<file path="src/rtl/core/dnsqx_pkg.sv">
package dnsqx_pkg;

  localparam int unsigned HEADER_BYTES = 12;
  localparam int unsigned MAX_LABELS   = 64;

  localparam logic [7:0] CHAR_DOT      = 8'h2E;
  localparam logic [7:0] CHAR_UNKNOWN  = 8'h3F;
  localparam logic [7:0] PTR_MASK      = 8'hC0;

  typedef enum logic [2:0] {
    PH_HEADER = 3'd0,
    PH_LENGTH = 3'd1,
    PH_LABEL  = 3'd2,
    PH_STOP   = 3'd3,
    PH_DONE   = 3'd4
  } phase_t;

  typedef enum logic [2:0] {
    ST_OK      = 3'd0,
    ST_SHORT   = 3'd1,
    ST_POINTER = 3'd2,
    ST_TRUNC   = 3'd3,
    ST_EMPTY   = 3'd4
  } status_t;

  typedef struct packed {
    logic [7:0] data_byte;
    logic       last_byte;
  } in_beat_t;

  typedef struct packed {
    logic [7:0] name_char;
    logic       char_valid;
    logic       done_res;
    logic [2:0] status;
  } out_beat_t;

  // Lowercase printable characters except space, replace everything else.
  function automatic logic [7:0] map_char(input logic [7:0] c);
    logic [7:0] r;
    if (c > 8'd32 && c < 8'd127) begin
      if (c >= 8'h41 && c <= 8'h5A) begin
        r = c + 8'd32;
      end else begin
        r = c;
      end
    end else begin
      r = CHAR_UNKNOWN;
    end
    return r;
  endfunction

endpackage

</file>
<file path="src/rtl/core/dns_qname_extractor.sv">
// A result beat is registered in the output register, or in the skid register while out_data stalls.
// Throughput: one input beat per cycle while in_ready is high; each beat needs one small update of the parse state.
// A two-entry output buffer (output register plus skid register) keeps in_ready registered,
// so input continues for one more beat after the output side stalls.
// Reset (rst, synchronous, active high): parser returns to the header phase with all
// counters cleared and both output entries empty.
module dns_qname_extractor (
  input  logic                 clk,
  input  logic                 rst,
  input  logic                 in_valid,
  output logic                 in_ready,
  input  dnsqx_pkg::in_beat_t  in_data,
  output logic                 out_valid,
  input  logic                 out_ready,
  output dnsqx_pkg::out_beat_t out_data
);

  // Parser state
  dnsqx_pkg::phase_t  phase, phase_next;
  logic [3:0]         header_count, header_count_next;
  logic [5:0]         label_remaining, label_remaining_next;
  logic [6:0]         labels_seen, labels_seen_next;
  dnsqx_pkg::status_t held_status, held_status_next;

  // Output buffer
  dnsqx_pkg::out_beat_t out_reg;
  dnsqx_pkg::out_beat_t skid_reg;
  logic                 out_full;
  logic                 skid_full;

  // Result of the current input beat
  dnsqx_pkg::out_beat_t res;
  logic                 res_valid;
  logic                 cv;
  logic [7:0]           ch;
  dnsqx_pkg::status_t   st;
  logic [3:0]           header_inc;
  logic [5:0]           label_dec;
  logic [6:0]           labels_inc;

  logic accept;
  logic pop;
  logic push;

  assign in_ready  = !skid_full;
  assign accept    = in_valid && in_ready;
  assign out_valid = out_full;
  assign out_data  = out_reg;
  assign pop       = out_full && out_ready;

  assign header_inc = header_count + 4'd1;
  assign label_dec  = label_remaining - 6'd1;
  assign labels_inc = labels_seen + 7'd1;

  // Advance the parser by one payload byte.
  always_comb begin
    phase_next           = phase;
    header_count_next    = header_count;
    label_remaining_next = label_remaining;
    labels_seen_next     = labels_seen;
    held_status_next     = held_status;
    cv                   = 1'b0;
    ch                   = 8'd0;
    st                   = dnsqx_pkg::ST_OK;
    unique case (phase)
      dnsqx_pkg::PH_HEADER: begin
        // Skip the fixed header; a payload ending here is too short.
        header_count_next = header_inc;
        if (header_inc >= 4'(dnsqx_pkg::HEADER_BYTES)) begin
          phase_next = dnsqx_pkg::PH_LENGTH;
        end
        st = dnsqx_pkg::ST_SHORT;
      end
      dnsqx_pkg::PH_LENGTH: begin
        priority if (in_data.data_byte == 8'd0) begin
          // Root label ends the name; no label at all means empty.
          held_status_next = (labels_seen == 7'd0) ? dnsqx_pkg::ST_EMPTY
                                                   : dnsqx_pkg::ST_OK;
          phase_next       = dnsqx_pkg::PH_STOP;
          st               = held_status_next;
        end else if ((in_data.data_byte & dnsqx_pkg::PTR_MASK) != 8'd0) begin
          // Compression pointer or reserved label type: stop with error.
          held_status_next = dnsqx_pkg::ST_POINTER;
          phase_next       = dnsqx_pkg::PH_STOP;
          st               = dnsqx_pkg::ST_POINTER;
        end else if (in_data.last_byte) begin
          // Length byte with no label bytes behind it.
          st = dnsqx_pkg::ST_TRUNC;
        end else begin
          // Open a new label; separate it from the previous one with a dot.
          if (labels_seen != 7'd0) begin
            cv = 1'b1;
            ch = dnsqx_pkg::CHAR_DOT;
          end
          label_remaining_next = in_data.data_byte[5:0];
          phase_next           = dnsqx_pkg::PH_LABEL;
        end
      end
      dnsqx_pkg::PH_LABEL: begin
        cv                   = 1'b1;
        ch                   = dnsqx_pkg::map_char(in_data.data_byte);
        label_remaining_next = label_dec;
        if (label_dec != 6'd0) begin
          st = dnsqx_pkg::ST_TRUNC;
        end else begin
          labels_seen_next = labels_inc;
          phase_next       = dnsqx_pkg::PH_LENGTH;
          st               = dnsqx_pkg::ST_OK;
          if (labels_inc >= 7'(dnsqx_pkg::MAX_LABELS)) begin
            // Label limit reached: stop cleanly.
            held_status_next = dnsqx_pkg::ST_OK;
            phase_next       = dnsqx_pkg::PH_STOP;
          end
        end
      end
      dnsqx_pkg::PH_STOP: begin
        st = held_status;
      end
      dnsqx_pkg::PH_DONE: begin
        // Drop every byte after the final one.
      end
      default: begin
      end
    endcase

    if (in_data.last_byte && phase != dnsqx_pkg::PH_DONE) begin
      phase_next = dnsqx_pkg::PH_DONE;
    end

    res_valid      = (phase != dnsqx_pkg::PH_DONE) && (in_data.last_byte || cv);
    res.name_char  = cv ? ch : 8'd0;
    res.char_valid = cv;
    res.done_res   = in_data.last_byte;
    res.status     = in_data.last_byte ? st : dnsqx_pkg::ST_OK;
  end

  assign push = accept && res_valid;

  // Hold the parser state; advance only on an accepted beat.
  always_ff @(posedge clk) begin
    if (rst) begin
      phase           <= dnsqx_pkg::PH_HEADER;
      header_count    <= 4'd0;
      label_remaining <= 6'd0;
      labels_seen     <= 7'd0;
      held_status     <= dnsqx_pkg::ST_OK;
    end else if (accept) begin
      phase           <= phase_next;
      header_count    <= header_count_next;
      label_remaining <= label_remaining_next;
      labels_seen     <= labels_seen_next;
      held_status     <= held_status_next;
    end
  end

  // Output register plus skid register. The skid entry fills only when a
  // result arrives while the output register is stalled; drain it first.
  always_ff @(posedge clk) begin
    if (rst) begin
      out_full  <= 1'b0;
      skid_full <= 1'b0;
    end else begin
      if (skid_full) begin
        if (pop) begin
          skid_full <= 1'b0;
        end
      end else if (!out_full || pop) begin
        out_full <= push;
      end else if (push) begin
        skid_full <= 1'b1;
      end
    end
  end

  always_ff @(posedge clk) begin
    if (skid_full) begin
      if (pop) begin
        out_reg <= skid_reg;
      end
    end else if (!out_full || pop) begin
      if (push) begin
        out_reg <= res;
      end
    end else if (push) begin
      skid_reg <= res;
    end
  end

  // The skid entry is never occupied with an empty output register.
  a_skid_behind_out: assert property (@(posedge clk) disable iff (rst)
    skid_full |-> out_full)
    else $error("skid entry occupied while output register empty");

  // An accepted final byte always ends parsing.
  a_last_finishes: assert property (@(posedge clk) disable iff (rst)
    (accept && in_data.last_byte) |=> (phase == dnsqx_pkg::PH_DONE))
    else $error("final byte did not finish parsing");

  // Inside a label at least one byte is still owed.
  a_label_owed: assert property (@(posedge clk) disable iff (rst)
    (phase == dnsqx_pkg::PH_LABEL) |-> (label_remaining != 6'd0))
    else $error("label phase with nothing owed");

  // A non-final result always carries a character.
  a_result_has_content: assert property (@(posedge clk) disable iff (rst)
    (out_full && !out_reg.done_res) |-> out_reg.char_valid)
    else $error("empty non-final result");

  // Label count never passes the limit.
  a_label_limit: assert property (@(posedge clk) disable iff (rst)
    labels_seen <= 7'(dnsqx_pkg::MAX_LABELS))
    else $error("label count beyond limit");

endmodule

</file>
<file path="config.mk">
export PLATFORM = sky130hd
export DESIGN_NAME = dns_qname_extractor
export DESIGN_NICKNAME = d
export VERILOG_FILES = /design/src/rtl/core/dnsqx_pkg.sv /design/src/rtl/core/dns_qname_extractor.sv
export SDC_FILE = /design/constraint.sdc
export NUM_CORES = 1
export LEC_CHECK = 0
export BUFFER_PORTS_ARGS = -buffer_cell sky130_fd_sc_hd__buf_4
export CAP_MARGIN = 20
export CORE_UTILIZATION = 35
export CTS_CLUSTER_DIAMETER = 60
export CTS_CLUSTER_SIZE = 25
export DETAILED_ROUTE_END_ITERATION = 6
export PLACE_DENSITY = 0.64
export SETUP_SLACK_MARGIN = 0.1
export SLEW_MARGIN = 25
export SYNTH_ARGS = -nofsm -noshare
export SYNTH_HDL_FRONTEND = slang
export SYNTH_SLANG_ARGS = --single-unit
</file>
<file path="constraint.sdc">
create_clock -name clk -period 2.85 [get_ports clk]
set_input_delay 0.4275 -clock clk [delete_from_list [all_inputs] [get_ports clk]]
set_output_delay 0.4275 -clock clk [all_outputs]
set_load 0.01 [all_outputs]
</file>
==> impl_metrics.env <==
export IMPL_power_density_nw_per_um2=432
export IMPL_status="finished clean"
export IMPL_die_area_sq_um=8360
export IMPL_worstPathMaxFanout=13
export IMPL_end_kind="flip-flop"
export IMPL_hpwl_mm=4.17
export IMPL_setup_viol_count_final=0
export IMPL_grt_pass1_wl_mm=9.90
export IMPL_path_class="input pin to flip-flop"
export IMPL_yosys_top_cells_area="edfxtp_1 (28%), dfxtp_1 (17%), nor2_1 (4.8%), nand2_1 (3.6%), mux2_2 (3.2%)"
export IMPL_numCtsBuffers=5
export IMPL_ctsRootBufferMaster="clkbuf_8"
export IMPL_drtPass1Iterations=4
export IMPL_netlist_area_sq_um=2800
export IMPL_syn_nets=314
export IMPL_synth_edf_count=26
export IMPL_p_leak_nw=1.18
export IMPL_num_rows=32
export IMPL_synth_top_area_cell="edfxtp_1"
export IMPL_r2r_slack_ns=0.67
export IMPL_skew_ns=0.00695
export IMPL_layout_drive_gt1_share_pct=19.1
export IMPL_grt_max_degree=26
export IMPL_postCtsSetupBuffers=0
export IMPL_n_fill_cell=758
export IMPL_drc=0
export IMPL_die_w_um=91.4
export IMPL_htreeDepth=2
export IMPL_synth_seq_cells=50
export IMPL_worstPathRequired_ns=2.86
export IMPL_synth_cells=294
export IMPL_min_delay_path_class="input pin to flip-flop"
export IMPL_vias=2197
export IMPL_antenna_found_initial=0
export IMPL_cts_sinks=50
export IMPL_nets=338
export IMPL_async_reset_ff_share_pct=0
export IMPL_port_buffers=27
export IMPL_wl_met1_mm=2.69
export IMPL_reg2reg_depth=6
export IMPL_tns_ns=0
export IMPL_cp_start_kind="input pin"
export IMPL_fin_crit_ns=2.26
export IMPL_clockBufferDepth=2
export IMPL_dr_max_layer_used="met4"
export IMPL_grt_pass1_vias=2174
export IMPL_yosysMostFrequentCell="nor2_1"
export IMPL_wl_met2_mm=2.79
export IMPL_hold_path_depth=1
export IMPL_wl_mm=5.70
export IMPL_ctsHoldBuffers=0
export IMPL_place_inst=413
export IMPL_cts_resized=0
export IMPL_hold_viol=0
export IMPL_stdcell_count=421
export IMPL_ys_top_cells_by_count="nor2_1 (36), nand2_1 (27), edfxtp_1 (26)"
export IMPL_wl_met3_um=181
export IMPL_rsz0062_at_grt="false"
export IMPL_synth_seq_area_share_pct=45.1
export IMPL_syn2layout_area_growth_pct=15.2
export IMPL_die_h_um=91.4
export IMPL_antennaDiodeCount=0
export IMPL_slew_viol_final=0
export IMPL_synth_main_ff_cell="edfxtp_1"
export IMPL_initialDrtViolationCount=139
export IMPL_cts_tree="built"
export IMPL_worstMarginPinSlew_ns=0.712
export IMPL_io_pin_count=28
export IMPL_drv_cap=0
export IMPL_max_freq_ghz=0.442
export IMPL_ant_nets=0
export IMPL_grtUsageTotal_pct=14.5
export IMPL_synth_top_area_share_pct=27.9
export IMPL_initial_core_util_pct=36.2
export IMPL_vdd_drop_max_uv=155
export IMPL_place_gp_congestion=0.871
export IMPL_vias_per_cell=5.22
export IMPL_period_share_pct=79.3
export IMPL_wl_per_cell_um=13.5
export IMPL_clk_pin_slew_ns=0.09
export IMPL_ys_types=60
export IMPL_yosys_warnings=0
export IMPL_synth_area_per_cell_sq_um=9.52
export IMPL_core_area_sq_um=7730
export IMPL_max_slew_margin_rel_pct=52.1
export IMPL_gr_total_overflow=0
export IMPL_clk_latency_ns=0.30
export IMPL_arrival_ns=2.27
==> per-stage QoR <==
step	util (%)	cell area, sq um	hold WS, ns	total power, mW	worst slack (ns)
finish	41.7	3230	0.421	1.39	0.590
global route	41.7	3230	0.418	1.45	0.467
CTS	41.7	3230	0.411	1.41	0.591
detailed placement	40.3	3120	0.476	0.921	0.272
global placement	40.3	3120	0.453	0.919	0.358
floorplan	-	2800	0.436	0.867	0.124
==> cells in the final DEF, fill, tap and decap left out, types with 5 or more instances in the layout <==
cell type	netlist	routed
inv_1	13	13
o21ai_0	16	16
buf_4	0	33
clkbuf_8	0	5
nand2b_1	8	8
mux2_2	8	8
edfxtp_1	26	26
nand3_1	7	7
nor2_1	36	36
o31a_1	5	5
o31ai_1	6	6
xor2_1	8	8
dfxtp_1	24	24
a21oi_1	10	10
ha_1	7	7
nand2_1	27	27
==> routing by layer <==
metal | track usage, % | vias up
met2 | 25.6 | 36
met4 | 3.70 | 0
met3 | 2.60 | 6
met1 | 18.2 | 1037
met5 | 0 | -
li1 | - | 1118
==> layout make-up <==
cell class / instances / area (sq um) / share of cell area, %
multi-input cells: 214 / 1430 / 44.2
well taps: 102 / 128 / 3.96
flip-flops and latches: 50 / 1260 / 39.1
repair buffers: 33 / 248 / 7.68
clock inverters: 2 / 37.5 / 1.16
clock buffers: 6 / 72.6 / 2.25
inverters: 14 / 52.6 / 1.63
==> kinds of logic (layout without fill, tap and decap cells) <==
logic type	Yosys count	after routing	synth area share, %
and+or+nand+nor	114	114	21.2
AOI/OAI and AO/OA	70	70	18.4
DFF	50	50	45.1
buffers and inverters	30	55	4.16
muxes	12	12	4.65
xor gates and xnor gates	11	11	3.44
adders and majority gates	7	7	3.13
==> power breakdown <==
part / switching (mW) / internal, mW
clock: 0.229 / 0.262
combinational: 0.0723 / 0.0516
sequential: 0.0112 / 0.768
total: 0.312 / 1.08
==> final timing paths <==
| check | start | endpoint |
|---|---|---|
| setup / recovery | in_data[8] | out_data[9]$_DFFE_PP_ |
| hold / removal | in_data[0] | skid_reg[3]$_DFFE_PP_ |
| setup reg to reg | label_remaining[0]$_SDFFE_PP0P_ | out_data[0]$_DFFE_PP_ |
| hold reg to reg | held_status[1]$_SDFFE_PP0P_ | held_status[1]$_SDFFE_PP0P_ |
==> critical path, stage by stage <==
cell	delay [ns]
buf_4	0.15
or3_1	0.42
a2111oi_4	0.40
nand2_1	0.20
a31o_2	0.26
a22oi_1	0.16
buf_4	0.24
Power figures use the tool's default switching activity.
